File: src/hdl/cct_pkg.sv
`default_nettype none

package cct_pkg;

   // signed bracket depth counter
   localparam int DEPTH_BITS = 16;
   localparam logic [DEPTH_BITS-1:0] DEPTH_MAX = {1'b0, {(DEPTH_BITS-1){1'b1}}};
   localparam logic [DEPTH_BITS-1:0] DEPTH_MIN = {1'b1, {(DEPTH_BITS-1){1'b0}}};
   localparam logic [DEPTH_BITS-1:0] DEPTH_ONE = {{(DEPTH_BITS-1){1'b0}}, 1'b1};

   localparam int MODE_BITS = 3;

   typedef enum logic [MODE_BITS-1:0] {
      MODE_SIMPLIFY   = 3'd0,
      MODE_LOWER      = 3'd1,
      MODE_UPPER      = 3'd2,
      MODE_CAP_WORDS  = 3'd3,
      MODE_CAP_FIRST  = 3'd4
   } mode_type;

   localparam logic [7:0] CHAR_SPACE    = 8'h20;
   localparam logic [7:0] CHAR_DQUOTE   = 8'h22;
   localparam logic [7:0] CHAR_SQUOTE   = 8'h27;
   localparam logic [7:0] CHAR_COMMA    = 8'h2C;
   localparam logic [7:0] CHAR_LBRACKET = 8'h5B;
   localparam logic [7:0] CHAR_RBRACKET = 8'h5D;
   localparam logic [7:0] CASE_OFFSET   = 8'd32;

   typedef struct packed {
      logic [7:0] code;
      logic       last;
   } item_type;

   function automatic logic [7:0] map_upper(input logic [7:0] c);
      logic [7:0] r;
      r = c;
      if (c >= 8'h61 && c <= 8'h7A) begin
         r = c - CASE_OFFSET;
      end else begin
         case (c)
            8'd129: r = 8'd154;
            8'd164: r = 8'd165;
            8'd132: r = 8'd142;
            8'd134: r = 8'd143;
            8'd130: r = 8'd144;
            8'd148: r = 8'd153;
            8'd135: r = 8'd128;
            8'd145: r = 8'd146;
            default: r = c;
         endcase
      end
      return r;
   endfunction

   function automatic logic [7:0] map_lower(input logic [7:0] c);
      logic [7:0] r;
      r = c;
      if (c >= 8'h41 && c <= 8'h5A) begin
         r = c + CASE_OFFSET;
      end else begin
         case (c)
            8'd154: r = 8'd129;
            8'd165: r = 8'd164;
            8'd142: r = 8'd132;
            8'd143: r = 8'd134;
            8'd144: r = 8'd130;
            8'd153: r = 8'd148;
            8'd128: r = 8'd135;
            8'd146: r = 8'd145;
            default: r = c;
         endcase
      end
      return r;
   endfunction

   function automatic logic [7:0] map_simple(input logic [7:0] c);
      logic [7:0] f;
      logic [7:0] r;
      f = c;
      if (c >= 8'h41 && c <= 8'h5A) begin
         f = c + CASE_OFFSET;
      end
      case (f)
         8'd129, 8'd150, 8'd151, 8'd154, 8'd163: r = 8'h75;
         8'd152: r = 8'h79;
         8'd164, 8'd165: r = 8'h6E;
         8'd131, 8'd132, 8'd133, 8'd134, 8'd142,
         8'd143, 8'd145, 8'd146, 8'd160: r = 8'h61;
         8'd130, 8'd136, 8'd137, 8'd138, 8'd144: r = 8'h65;
         8'd139, 8'd140, 8'd141, 8'd161: r = 8'h69;
         8'd147, 8'd148, 8'd149, 8'd153, 8'd162: r = 8'h6F;
         8'd128, 8'd135: r = 8'h63;
         default: r = f;
      endcase
      return r;
   endfunction

endpackage

`default_nettype wire

File: src/hdl/cct_core.sv
`default_nettype none

module cct_core (
   input  wire logic                 clock,
   input  wire logic                 reset,
   input  wire logic                 step,
   input  wire cct_pkg::item_type    item,
   input  wire logic [cct_pkg::MODE_BITS-1:0] mode,
   output logic [7:0]                result
);

   logic [cct_pkg::DEPTH_BITS-1:0] depth_ff, depth_in, depth_stepped;
   logic [7:0] prev_ff, prev_in;
   logic [7:0] prev_prev_ff, prev_prev_in;
   logic [1:0] pos_ff, pos_in;
   logic       at_start_ff, at_start_in;
   logic       first_done_ff, first_done_in;

   logic [7:0] c;
   logic [7:0] upper_c;
   logic       is_open, is_close, depth_pos, bracket_hit, trig, c_blank;

   always_comb begin
      c       = item.code;
      upper_c = cct_pkg::map_upper(c);
      is_open  = (c == cct_pkg::CHAR_LBRACKET);
      is_close = (c == cct_pkg::CHAR_RBRACKET);
      depth_pos = !depth_ff[cct_pkg::DEPTH_BITS-1] && (depth_ff != '0);
      bracket_hit = is_open || is_close || depth_pos;
      c_blank = (c == cct_pkg::CHAR_SPACE) || (c == cct_pkg::CHAR_DQUOTE);

      // saturating depth step
      depth_stepped = depth_ff;
      if (is_open && depth_ff != cct_pkg::DEPTH_MAX) begin
         depth_stepped = depth_ff + cct_pkg::DEPTH_ONE;
      end else if (is_close && depth_ff != cct_pkg::DEPTH_MIN) begin
         depth_stepped = depth_ff - cct_pkg::DEPTH_ONE;
      end

      trig = at_start_ff
          || (prev_ff == cct_pkg::CHAR_SPACE) || (prev_ff == cct_pkg::CHAR_DQUOTE)
          || ((prev_ff == cct_pkg::CHAR_SQUOTE) && (pos_ff == 2'd2)
              && ((prev_prev_ff == cct_pkg::CHAR_SPACE)
                  || (prev_prev_ff == cct_pkg::CHAR_COMMA)));

      result        = c;
      depth_in      = depth_ff;
      at_start_in   = at_start_ff;
      first_done_in = first_done_ff;

      unique case (mode)
         cct_pkg::MODE_SIMPLIFY: result = cct_pkg::map_simple(c);
         cct_pkg::MODE_LOWER:    result = cct_pkg::map_lower(c);
         cct_pkg::MODE_UPPER:    result = upper_c;
         cct_pkg::MODE_CAP_WORDS: begin
            depth_in = depth_stepped;
            if (!bracket_hit && trig) begin
               result      = upper_c;
               at_start_in = 1'b0;
            end
         end
         cct_pkg::MODE_CAP_FIRST: begin
            // once the first word is done, brackets are no longer tracked
            if (!first_done_ff) begin
               depth_in = depth_stepped;
               if (!bracket_hit && trig) begin
                  if (upper_c != c) begin
                     result        = upper_c;
                     first_done_in = 1'b1;
                  end else if (!c_blank) begin
                     first_done_in = 1'b1;
                  end else begin
                     at_start_in = 1'b0;
                  end
               end
            end
         end
         default: result = c;
      endcase

      prev_in      = c;
      prev_prev_in = prev_ff;
      pos_in       = (pos_ff == 2'd2) ? pos_ff : pos_ff + 2'd1;

      // end of string clears all context
      if (item.last) begin
         depth_in      = '0;
         prev_in       = '0;
         prev_prev_in  = '0;
         pos_in        = '0;
         at_start_in   = 1'b1;
         first_done_in = 1'b0;
      end
   end

   always_ff @(posedge clock) begin
      if (reset) begin
         depth_ff      <= '0;
         prev_ff       <= '0;
         prev_prev_ff  <= '0;
         pos_ff        <= '0;
         at_start_ff   <= 1'b1;
         first_done_ff <= 1'b0;
      end else if (step) begin
         depth_ff      <= depth_in;
         prev_ff       <= prev_in;
         prev_prev_ff  <= prev_prev_in;
         pos_ff        <= pos_in;
         at_start_ff   <= at_start_in;
         first_done_ff <= first_done_in;
      end
   end

endmodule

`default_nettype wire

File: src/hdl/cp437_case_transform.sv
// channel | direction | ports                                  | meaning
// req     | in        | req_valid/req_ready, char_in, last_in  | one code page 437 byte
// rsp     | out       | rsp_valid/rsp_ready, char_out, last_out| transformed byte
// csr     | in        | csr_valid/csr_ready, csr_mode          | transform select, always ready
//
// one byte per cycle sustained while rsp_ready holds; req reaches rsp through
// the input register, then the result register behind the per-byte lookup
// the context of a string is updated as a byte moves into the result register
// a stalled rsp holds both stages, req_ready drops only when both are full
// reset clears mode, context and both valid flags
`default_nettype none

module cp437_case_transform (
   input  wire logic       clock,
   input  wire logic       reset,
   input  wire logic       req_valid,
   output logic            req_ready,
   input  wire logic [7:0] req_char_in,
   input  wire logic       req_last_in,
   output logic            rsp_valid,
   input  wire logic       rsp_ready,
   output logic [7:0]      rsp_char_out,
   output logic            rsp_last_out,
   input  wire logic       csr_valid,
   output logic            csr_ready,
   input  wire logic [cct_pkg::MODE_BITS-1:0] csr_mode
);

   logic [cct_pkg::MODE_BITS-1:0] mode_ff;
   logic              in_valid_ff;
   cct_pkg::item_type in_item_ff;
   logic              out_valid_ff;
   logic [7:0]        out_char_ff;
   logic              out_last_ff;
   logic              advance;
   logic [7:0]        result;

   assign csr_ready = 1'b1;

   // a transaction moves from the input register to the result register
   assign advance   = in_valid_ff && (!out_valid_ff || rsp_ready);
   assign req_ready = !in_valid_ff || advance;

   always_ff @(posedge clock) begin
      if (reset) begin
         mode_ff      <= cct_pkg::MODE_SIMPLIFY;
         in_valid_ff  <= 1'b0;
         out_valid_ff <= 1'b0;
      end else begin
         if (csr_valid && csr_ready) begin
            mode_ff <= csr_mode;
         end
         if (req_ready) begin
            in_valid_ff <= req_valid;
         end
         if (advance) begin
            out_valid_ff <= 1'b1;
         end else if (rsp_ready) begin
            out_valid_ff <= 1'b0;
         end
      end
   end

   always_ff @(posedge clock) begin
      if (req_valid && req_ready) begin
         in_item_ff.code <= req_char_in;
         in_item_ff.last <= req_last_in;
      end
      if (advance) begin
         out_char_ff <= result;
         out_last_ff <= in_item_ff.last;
      end
   end

   cct_core u_core (
      .clock  (clock),
      .reset  (reset),
      .step   (advance),
      .item   (in_item_ff),
      .mode   (mode_ff),
      .result (result)
   );

   assign rsp_valid    = out_valid_ff;
   assign rsp_char_out = out_char_ff;
   assign rsp_last_out = out_last_ff;

`ifndef ASSERT_OFF
   a_hold_input: assert property (@(posedge clock) disable iff (reset)
      in_valid_ff && !advance |=> in_valid_ff && $stable(in_item_ff))
      else $error("input register changed while stalled");

   a_last_follows: assert property (@(posedge clock) disable iff (reset)
      advance |=> rsp_valid && (rsp_last_out == $past(in_item_ff.last)))
      else $error("result last flag does not follow its transaction");

   a_ready_full: assert property (@(posedge clock) disable iff (reset)
      !req_ready |-> in_valid_ff && out_valid_ff && !rsp_ready)
      else $error("input stalled while pipeline can move");
`endif

endmodule

`default_nettype wire

File: config.mk
export PLATFORM = sky130hd
export DESIGN_NAME = cp437_case_transform
export DESIGN_NICKNAME = d
export VERILOG_FILES = /design/src/hdl/cct_pkg.sv /design/src/hdl/cct_core.sv /design/src/hdl/cp437_case_transform.sv
export SDC_FILE = /design/constraint.sdc
export NUM_CORES = 1
export LEC_CHECK = 0
export ABC_AREA = 0
export BUFFER_PORTS_ARGS = -buffer_cell sky130_fd_sc_hd__buf_2
export CELL_PAD_IN_SITES_DETAIL_PLACEMENT = 1
export CELL_PAD_IN_SITES_GLOBAL_PLACEMENT = 2
export CORE_ASPECT_RATIO = 2
export CORE_MARGIN = 8
export CORE_UTILIZATION = 40
export DETAILED_ROUTE_END_ITERATION = 6
export GPL_TIMING_DRIVEN = 0
export PLACE_DENSITY_LB_ADDON = 0.1
export SLEW_MARGIN = 15
export SYNTH_ARGS = -nofsm -noshare
export SYNTH_HDL_FRONTEND = slang
export SYNTH_SLANG_ARGS = --single-unit
File: constraint.sdc
create_clock -name clock -period 10.64 [get_ports clock]
set_clock_uncertainty 0.2 [all_clocks]
set_input_delay 1.064 -clock clock [delete_from_list [all_inputs] [get_ports clock]]
set_output_delay 1.064 -clock clock [all_outputs]
set_load 0.1 [all_outputs]
==> results of run 1 <==
synth_stat cells, types with 11 or more instances:
cell type   n
nor2b_1    11
edfxtp_1   18
a211oi_1   11
inv_1      17
a21oi_1    66
o21ai_0    27
nand2_1    67
nor2_1     58
nor4_1     16
nand3_1    14
nor3_1     24
ha_1       19
dfxtp_1    41
nand2b_1   11
clkbuf_1   25
worst max-delay path by stage:
stage                        startpoint                   to  slack (ps)
after floorplan           in_item_ff[7]  u_core.depth_ff[15]        6890
after global placement    in_item_ff[7]  u_core.depth_ff[15]        5650
after detailed placement  in_item_ff[7]  u_core.depth_ff[15]        5670
after CTS                 in_item_ff[7]  u_core.depth_ff[15]        5630
after global routing      in_item_ff[7]  u_core.depth_ff[15]        5330
final                     in_item_ff[7]  u_core.depth_ff[15]        5750
stage by stage:
step	instances	instance area (um2)
CTS	783	5310
detailed placement	767	4980
global placement	767	4980
floorplan	596	4670
finish	783	5310
global route	783	5310
metal layers:
layer	vias to the layer above	wire length (um)	GRT usage (%)
li1	2299	-	-
met1	2345	7130	26.2
met2	106	7800	34.8
met3	33	647	3.64
met4	0	532	10.3
met5	-	0	0
layout make-up:
class,count,area [um2],area share (%)
clock inverters,4,53.8,1.01
multi-input cells,476,3040,57.4
repair buffers,26,130,2.45
inverters,19,71.3,1.34
flip-flops and latches,59,1360,25.7
well taps,145,181,3.42
plain buffers,42,196,3.70
clock buffers,12,268,5.05
sequential cells by signal, summed over array words and instances, names as in the netlist:
name	cells
u_core.first_done_ff	1
rsp_valid	1
rsp_last_out	1
rsp_char_out	8
mode_ff	3
u_core.at_start_ff	1
u_core.prev_prev_ff	8
u_core.depth_ff	16
in_valid_ff	1
u_core.pos_ff	2
in_item_ff	9
u_core.prev_ff	8
cell families after synthesis:
group,after synthesis,share of synthesized area [%]
adder cells (fa/ha/maj),20,5.52
AND/OR/NAND/NOR,248,27.3
XOR/XNOR,13,2.44
buffers and inverters,61,5.73
AO/OA/AOI/OAI,188,28.5
other,1,0.0803
flip-flops,59,29.1
multiplexers,6,1.29
power by group:
part,total (mW),internal [mW],switching [mW]
registers,0.252,0.244,0.00833
logic,0.181,0.0589,0.122
clock network,0.313,0.203,0.111
critical path, stage by stage (launching register included):
cell and delay, ps:
edfxtp_1 600, nor2b_1 180, buf_2 240, nand3_1 160
nor4_2 570, inv_1 470, ha_1 420, a211oi_1 400
o21ai_0 210, nand4_1 190, a21boi_0 210, o21a_1 230
o311ai_0 380, mux2i_1 250, nand2_1 60
==> flow_metrics.py, run 1 <==
metrics = {
    "outcome": {
        "status": "completed",
    },
    "drt": {
        "vias": 4783,
        "drt-total-wl_mm": 16.1,
        "drc": 0,
        "detail_route.wl_per_cell_um": 20.6,
        "drtIter0Drc": 249,
        "drt-pass1-iter-count": 4,
        "vias_per_cell": 6.11,
        "ant_nets": 0,
    },
    "place": {
        "port_buffers": 26,
        "hpwl_mm": 12.2,
        "gp_congestion": 0.907,
        "preCtsSetupSlack_ps": 5670,
    },
    "grt": {
        "first_global_vias": 5153,
        "antenna_found_initial": 0,
        "grt.total_usage_pct": 21.3,
        "grt_remaining_overflow": 0,
        "grt_pass1_wl_mm": 26.7,
        "grt_max_degree": 19,
    },
    "power": {
        "p_per_area_nw_per_um2": 141,
        "ir_drop_mv": 0.127,
        "leakage_nw": 1.93,
        "p_total_uw": 747,
    },
    "setup_path": {
        "r2r_start": "in_item_ff[7]",
        "critPathCaptureType": "flip-flop",
        "r2r_slack_ps": 5750,
        "critPathArrivalTime_ps": 4920,
        "cp.required_ps": 10670,
        "setup.worst_path.start_class": "flip-flop",
        "cp_max_fo": 17,
        "r2r_cells": 14,
        "crit_type": "reg2reg",
        "crit-reg2reg-capture": "u_core.depth_ff[15]",
    },
    "logic_synthesis": {
        "yosys.area.top_type": "dfxtp_1",
        "postSynth.asyncResetShare_pct": 0,
        "netlist_area_um2": 4670,
        "synth_top_cell_area_share_pct": 17.6,
        "synth_nets": 633,
        "synthTopCellsByArea": "dfxtp_1, edfxtp_1, a21oi_1",
        "ys_seq_elements": 59,
        "yosysSeqAreaShare_pct": 29.1,
        "synth_cells": 596,
        "avgSynthCellArea_um2": 7.84,
        "synth_enable_flop_cells": 18,
        "synth_warnings": 0,
        "synth_cell_types": 86,
        "synth_top_flop_cell": "dfxtp_1",
    },
    "timing": {
        "post-route-period-util_pct": 46.0,
        "setup_viol": 0,
        "rsz0062_at_grt": "false",
        "period_needed_ps": 4890,
        "slew_headroom_pct": 34.4,
        "final_max_slew_viol_count": 0,
        "fmax_mhz": 204,
        "setup_slack_ps": 5750,
        "hold_viol": 0,
        "hold_ws_ps": 249,
        "worstMarginPinSlew_ps": 984,
        "fin_tns_setup_ps": 0,
    },
    "cells_and_area": {
        "final_cell_mix": "nand2_1, a21oi_1, nor2_1, dfxtp_1, buf_2",
        "diodes": 0,
        "nets": 670,
        "syn2layout_area_growth_pct": 13.6,
        "final_common_cell": "nand2_1",
        "fillCellCount": 1478,
        "drive_gt1_share_pct": 12.7,
        "fin_util_pct": 45.9,
    },
    "die": {
        "die-area_um2": 15600,
        "start_util_pct": 40.4,
        "pin_count": 29,
        "core_um2": 11600,
        "die_w_um": 92.4,
        "fp.dieH_um": 169,
        "rows": 56,
    },
    "cts": {
        "postCtsHoldBufs": 0,
        "clk_latency_ps": 340,
        "tritoncts": "yes",
        "path_clk_slew_ps": 60,
        "cts_buffer_depth": 2,
        "cts_setup_buffers": 0,
        "ctsRootBufferMaster": "clkbuf_16",
        "numCtsBuffers": 9,
        "cts.sinks": 59,
        "cts_resized": 0,
        "htreeDepth": 3,
    },
    "min_path": {
        "hp-class": "reg2reg",
        "hp-start": "u_core.prev_prev_ff[5]",
        "whs_path_depth": 2,
        "min_to": "u_core.prev_prev_ff[5]",
    },
    "run": {
        "drv_cap": 0,
    },
}
Power figures use the tool's default switching activity.
==> inputs of run 2 (changes only) <==
ABC_AREA = 1   (was 0)
CORE_UTILIZATION = 31   (was 40)
clock period = 3.99 ns   (was 10.64 ns; I/O delays follow)
==> run 2 against run 1 <==
Final cell count is 15% higher. Worst hold slack lost 210 ps. Synthesized area is 3.6% lower. Highest routed layer unchanged.
==> flow_metrics.py, run 2 <==
metrics = {
    "setup_path": {
        "cp_slowest_cell": "edfxtp_1",
        "cp_max_fo": 17,
        "critPathArrivalTime_ps": 3670,
        "r2r_start": "in_item_ff[3]",
        "critPathCaptureType": "flip-flop",
        "setup.worst_path.start_class": "flip-flop",
        "r2r_slack_ps": 390,
        "crit_type": "reg2reg",
        "cp.buffers_inverters": 3,
        "cpLargestDelayFamily": "compound AO/OA/AOI/OAI gates",
        "crit_chain": "buf_2 -> nor2_1 -> inv_2 -> nor2_1 -> nand2_1 -> or2_1 -> buf_6 -> ha_1 -> a21oi_1 -> o21ai_0 -> a21oi_2 -> o21ai_2 -> a21boi_2 -> o21ai_0 -> nand2_1 -> nand2_1 -> o21a_1 -> nor2_1",
        "max_stage_delay_ps": 350,
        "r2r_cells": 18,
        "crit-reg2reg-capture": "u_core.depth_ff[12]",
        "cp.required_ps": 4050,
    },
    "power": {
        "p_per_area_nw_per_um2": 382,
        "leakage_nw": 2.29,
        "ir_drop_mv": 0.195,
    },
    "logic_synthesis": {
        "synthTopCellsByArea": "dfxtp_1, edfxtp_1, nand2_1",
        "synth-compound-area-share_pct": 17.8,
        "synth_top_family_by_area": "simple AND/OR/NAND/NOR gates",
        "synth_nets": 704,
        "synth_warnings": 0,
        "synth_common_cells": "nand2_1, nor2_1, inv_1, nand3_1, a21oi_1",
        "synth-xor-area-share_pct": 1.56,
        "synthMuxAreaShare_pct": 0,
        "postSynth.asyncResetShare_pct": 0,
        "synth_enable_flop_cells": 18,
        "synth.most_common_cell": "nand2_1",
        "synth_top_cell_area_share_pct": 18.2,
        "synth_cells": 667,
        "yosys.area.top_type": "dfxtp_1",
        "netlist_area_um2": 4500,
        "synth_top_flop_cell": "dfxtp_1",
        "synth_cell_types": 50,
        "avgSynthCellArea_um2": 6.75,
        "synthSimpleGateAreaFrac_pct": 35.2,
        "synthAdderAreaFrac_pct": 5.72,
        "yosysSeqAreaShare_pct": 30.2,
        "ys_seq_elements": 59,
    },
    "cells_and_area": {
        "final_common_cell": "nand2_1",
        "syn2layout_area_growth_pct": 15.7,
        "final_cell_mix": "nand2_1, nor2_1, inv_1, nand3_1, a21oi_1",
        "top_register": "u_core.depth_ff",
        "diodes": 0,
        "drive_gt1_share_pct": 15.7,
        "fin_cells": 901,
        "nets": 741,
        "largest_reg_flops": 16,
        "top_regs": "u_core.depth_ff (16), in_item_ff (9)",
    },
    "place": {
        "preCtsSetupSlack_ps": -50.9,
        "port_buffers": 26,
        "gp_congestion": 0.896,
        "hpwl_mm": 14.7,
        "place_inst": 885,
    },
    "drt": {
        "drtIter0Drc": 130,
        "detail_route.wl_per_cell_um": 19.9,
        "vias_per_cell": 5.29,
        "drt-total-wl_mm": 17.9,
        "met2_length_mm": 11.0,
        "dr.max_layer_used": "met4",
        "wl_met1_mm": 5.56,
        "drc": 0,
        "vias": 4765,
        "drt-pass1-iter-count": 4,
        "wl_met3_um": 414,
        "ant_nets": 0,
    },
    "timing": {
        "final_max_slew_viol_count": 0,
        "post-route-period-util_pct": 90.3,
        "rsz0062_at_grt": "false",
        "fmax_mhz": 277,
        "worstMarginPinSlew_ps": 1110,
        "slew_headroom_pct": 25.3,
        "period_needed_ps": 3600,
        "setup_viol": 0,
        "setup_slack_ps": 385,
        "hold_viol": 0,
        "hold_ws_ps": 41.9,
    },
    "cts": {
        "cts.sinks": 59,
        "ctsRootBufferMaster": "clkbuf_16",
        "path_clk_slew_ps": 50,
        "htreeDepth": 3,
        "clk_latency_ps": 330,
        "tritoncts": "yes",
        "cts_setup_buffers": 0,
        "cts_buffer_depth": 2,
        "numCtsBuffers": 9,
    },
    "grt": {
        "grt_pass1_wl_mm": 28.1,
        "first_global_vias": 5156,
        "antenna_found_initial": 0,
        "grt_max_degree": 19,
        "grt.total_usage_pct": 19.7,
        "grt_remaining_overflow": 0,
    },
    "run": {
        "drv_cap": 0,
    },
    "die": {
        "fp.dieH_um": 186,
        "pin_count": 29,
        "die-area_um2": 18900,
        "core_um2": 14300,
        "rows": 62,
        "start_util_pct": 31.6,
        "die_w_um": 101,
    },
    "min_path": {
        "whs_path_depth": 1,
        "hp-class": "in2reg",
        "min_to": "in_item_ff[4]",
        "hp-start": "req_char_in[3]",
    },
    "outcome": {
        "status": "completed",
    },
}
-- run 2: power breakdown --
group / total (mW) / internal, mW / switching [mW]
Combinational: 0.467 / 0.126 / 0.341
Clock: 0.840 / 0.544 / 0.296
Sequential: 0.683 / 0.658 / 0.0255
Total: 1.99 / 1.33 / 0.663
-- run 2: final cells by class --
class	count	area (um2)
Buffer	19	109
Clock buffer	9	225
Clock inverter	7	92.6
Fill cell	1880	9060
Inverter	84	318
Multi-Input combinational cell	505	2740
Sequential cell	59	1360
Tap cell	192	240
Timing Repair Buffer	26	130
-- run 2: cells by family after synthesis --
logic type	after synthesis
xor gates and xnor gates	8
adders and majority gates	20
other	1
AOI/OAI and AO/OA	138
and+or+nand+nor	338
buffers and inverters	103
DFF	59
-- run 2: repair_timing --
item | 4_1_cts | 5_1_grt
endpoints found under the setup margin | 3 | 5
hold buffers | 0 | 0
resized for setup | 2 | 6
-- run 2: worst register-to-register path, cell delays in order (launching register included) --
cell      delay, ps
edfxtp_1        350
buf_2           200
nor2_1          200
inv_2            80
nor2_1          180
nand2_1         110
or2_1           250
buf_6           170
ha_1            350
a21oi_1         210
o21ai_0         130
a21oi_2         280
o21ai_2         120
a21boi_2        210
o21ai_0         140
nand2_1          80
nand2_1          50
o21a_1          170
nor2_1           70
-- run 2: stage by stage --
stage | setup TNS (ps) | power (mW) | utilization (%) | instance area [um2]
floorplan | 0 | 1.02 | - | 4500
global placement | -49.0 | 1.15 | 34.2 | 4870
detailed placement | -88.9 | 1.16 | 34.2 | 4870
CTS | 0 | 2.01 | 36.4 | 5190
global route | 0 | 2.09 | 36.5 | 5210
finish | 0 | 1.99 | 36.5 | 5210
-- run 2: worst max-delay path by stage --
stage | depth (start not counted) | slack [ps] | start | to
6_report | 18 | 390 | in_item_ff[3] | u_core.depth_ff[12]
5_1_grt | 18 | 30 | in_item_ff[3] | u_core.depth_ff[12]
4_1_cts | 17 | 70 | in_item_ff[1] | u_core.depth_ff[12]
3_5_place_dp | 17 | -50 | in_item_ff[1] | u_core.depth_ff[12]
3_3_place_gp | 17 | -30 | in_item_ff[1] | u_core.depth_ff[12]
2_1_floorplan | 18 | 880 | in_item_ff[6] | u_core.depth_ff[11]
-- run 2: metal layers --
layer	GRT usage [%]	vias to the layer above
met5	0	-
met4	12.0	0
met3	2.50	49
met2	41.1	87
met1	15.8	2305
li1	-	2324
==> inputs of run 3 (changes only) <==
CORE_MARGIN = 2   (was 8)
MAX_ROUTING_LAYER = met4   (was unset)
PLACE_DENSITY = 0.87   (was unset)
PLACE_DENSITY_LB_ADDON = unset   (was 0.1)
==> run 3 against run 2 <==
Setup slack lost 23 ps. Largest cell class unchanged. First-iteration DRC count is the same. Clock power shrank 11%. Sequential cell count is the same. Critical path depth is the same. Sequential share of layout area grew 0.22 points. Non-clock buffer count grew 1. Cell area shrank 0.84%. Register-to-register slack lost 20 ps. Maximum frequency shrank 0.62%.
==> flow_metrics.py, run 3 (synthesized netlist as in run 2, its figures left out) <==
metrics = {
    "grt": {
        "grt_max_degree": 19,
        "grt_pass1_wl_mm": 27.1,
        "grt_remaining_overflow": 0,
        "grt.total_usage_pct": 23.8,
        "first_global_vias": 5383,
        "antenna_found_initial": 0,
    },
    "setup_path": {
        "cp.required_ps": 4070,
        "setup.worst_path.start_class": "flip-flop",
        "cpLargestDelayFamily": "compound AO/OA/AOI/OAI gates",
        "max_stage_delay_ps": 420,
        "crit_chain": "buf_2 -> inv_2 -> nand3_1 -> inv_2 -> nand2_1 -> or2_1 -> buf_6 -> ha_1 -> a21oi_1 -> o21ai_0 -> a21oi_2 -> o21ai_0 -> a21boi_1 -> o21ai_0 -> nand2_1 -> nand2_1 -> o21a_1 -> nor2_1",
        "r2r_start": "in_item_ff[6]",
        "r2r_slack_ps": 360,
        "r2r_cells": 18,
        "cp.buffers_inverters": 4,
        "critPathArrivalTime_ps": 3710,
        "cp_max_fo": 17,
        "crit_type": "reg2reg",
        "cp_slowest_cell": "edfxtp_1",
        "crit-reg2reg-capture": "u_core.depth_ff[12]",
        "critPathCaptureType": "flip-flop",
    },
    "cells_and_area": {
        "fin_cells": 902,
        "top_regs": "u_core.depth_ff (16), in_item_ff (9)",
        "top_register": "u_core.depth_ff",
        "final_common_cell": "nand2_1",
        "final_cell_mix": "nand2_1, nor2_1, inv_1, nand3_1, a21oi_1",
        "fin_util_pct": 36.2,
        "nets": 742,
        "diodes": 0,
        "syn2layout_area_growth_pct": 14.8,
        "largest_reg_flops": 16,
        "drive_gt1_share_pct": 15.4,
    },
    "min_path": {
        "hp-start": "req_last_in",
        "min_to": "in_item_ff[0]",
        "whs_path_depth": 1,
        "hp-class": "in2reg",
    },
    "drt": {
        "vias_per_cell": 5.36,
        "detail_route.wl_per_cell_um": 18.4,
        "vias": 4834,
        "drc": 0,
        "drtIter0Drc": 130,
        "ant_nets": 0,
        "drt-pass1-iter-count": 4,
        "drt-total-wl_mm": 16.6,
    },
    "timing": {
        "post-route-period-util_pct": 90.9,
        "worstMarginPinSlew_ps": 1030,
        "hold_viol": 0,
        "setup_viol": 0,
        "fin_tns_setup_ps": 0,
        "slew_headroom_pct": 30.9,
        "period_needed_ps": 3630,
        "rsz0062_at_grt": "false",
        "fmax_mhz": 276,
        "final_max_slew_viol_count": 0,
        "hold_ws_ps": 27.5,
    },
    "run": {
        "drv_cap": 0,
    },
    "power": {
        "p_total_mw": 1.89,
        "p_per_area_nw_per_um2": 365,
        "ir_drop_mv": 0.202,
        "leakage_nw": 2.28,
    },
    "cts": {
        "tritoncts": "yes",
        "path_clk_slew_ps": 60,
        "clk_latency_ps": 350,
        "numCtsBuffers": 9,
        "cts.sinks": 59,
        "cts_buffer_depth": 2,
        "postCtsHoldBufs": 0,
        "htreeDepth": 3,
        "ctsRootBufferMaster": "clkbuf_16",
    },
    "outcome": {
        "status": "completed",
    },
    "die": {
        "start_util_pct": 31.6,
        "pin_count": 29,
        "die-area_um2": 15600,
        "fp.dieH_um": 174,
        "core_um2": 14300,
        "rows": 62,
        "die_w_um": 89.2,
    },
    "place": {
        "hpwl_mm": 13.6,
        "port_buffers": 26,
        "gp_congestion": 0.964,
        "place_inst": 885,
    },
}
run 3: report_power, final:
part	total (mW)	internal [mW]	switching, mW
Clock	0.747	0.430	0.317
Sequential	0.681	0.658	0.0233
Combinational	0.461	0.125	0.336
Total	1.89	1.21	0.676
run 3: worst max-delay path by stage:
stage                  start                   to  slack (ps)  depth (start not counted)
5_1_grt        in_item_ff[3]  u_core.depth_ff[12]          20                         18
6_report       in_item_ff[6]  u_core.depth_ff[12]         360                         18
3_5_place_dp   in_item_ff[6]  u_core.depth_ff[12]         160                         18
2_1_floorplan  in_item_ff[6]  u_core.depth_ff[11]         880                         18
3_3_place_gp   in_item_ff[6]  u_core.depth_ff[12]         220                         18
4_1_cts        in_item_ff[6]  u_core.depth_ff[12]         140                         18
run 3: per-stage QoR:
step                cell area (um2)  setup WS [ps]
finish                         5170            362
global placement               4870            223
detailed placement             4870            162
global route                   5170           19.2
CTS                            5160            136
floorplan                      4500            884
run 3: final cells by class:
class	count	area, um2
plain buffers	19	109
flip-flops and latches	59	1360
clock buffers	9	225
fillers	1906	9100
clock inverters	7	57.6
multi-input cells	505	2720
well taps	192	240
repair buffers	27	138
inverters	84	318
run 3: layer usage:
layer | GRT usage, % | wire (um) | vias up
li1 | - | - | 2342
met1 | 20.2 | 5330 | 2326
met2 | 43.7 | 9610 | 94
met3 | 3.47 | 324 | 72
met4 | 17.7 | 1310 | 0
met5 | - | 0 | -
run 3: timing repair:
item                                    4_1_cts  5_1_grt
gates resized for setup                       0        4
buffers inserted                              0        1
endpoints found under the setup margin        0        5
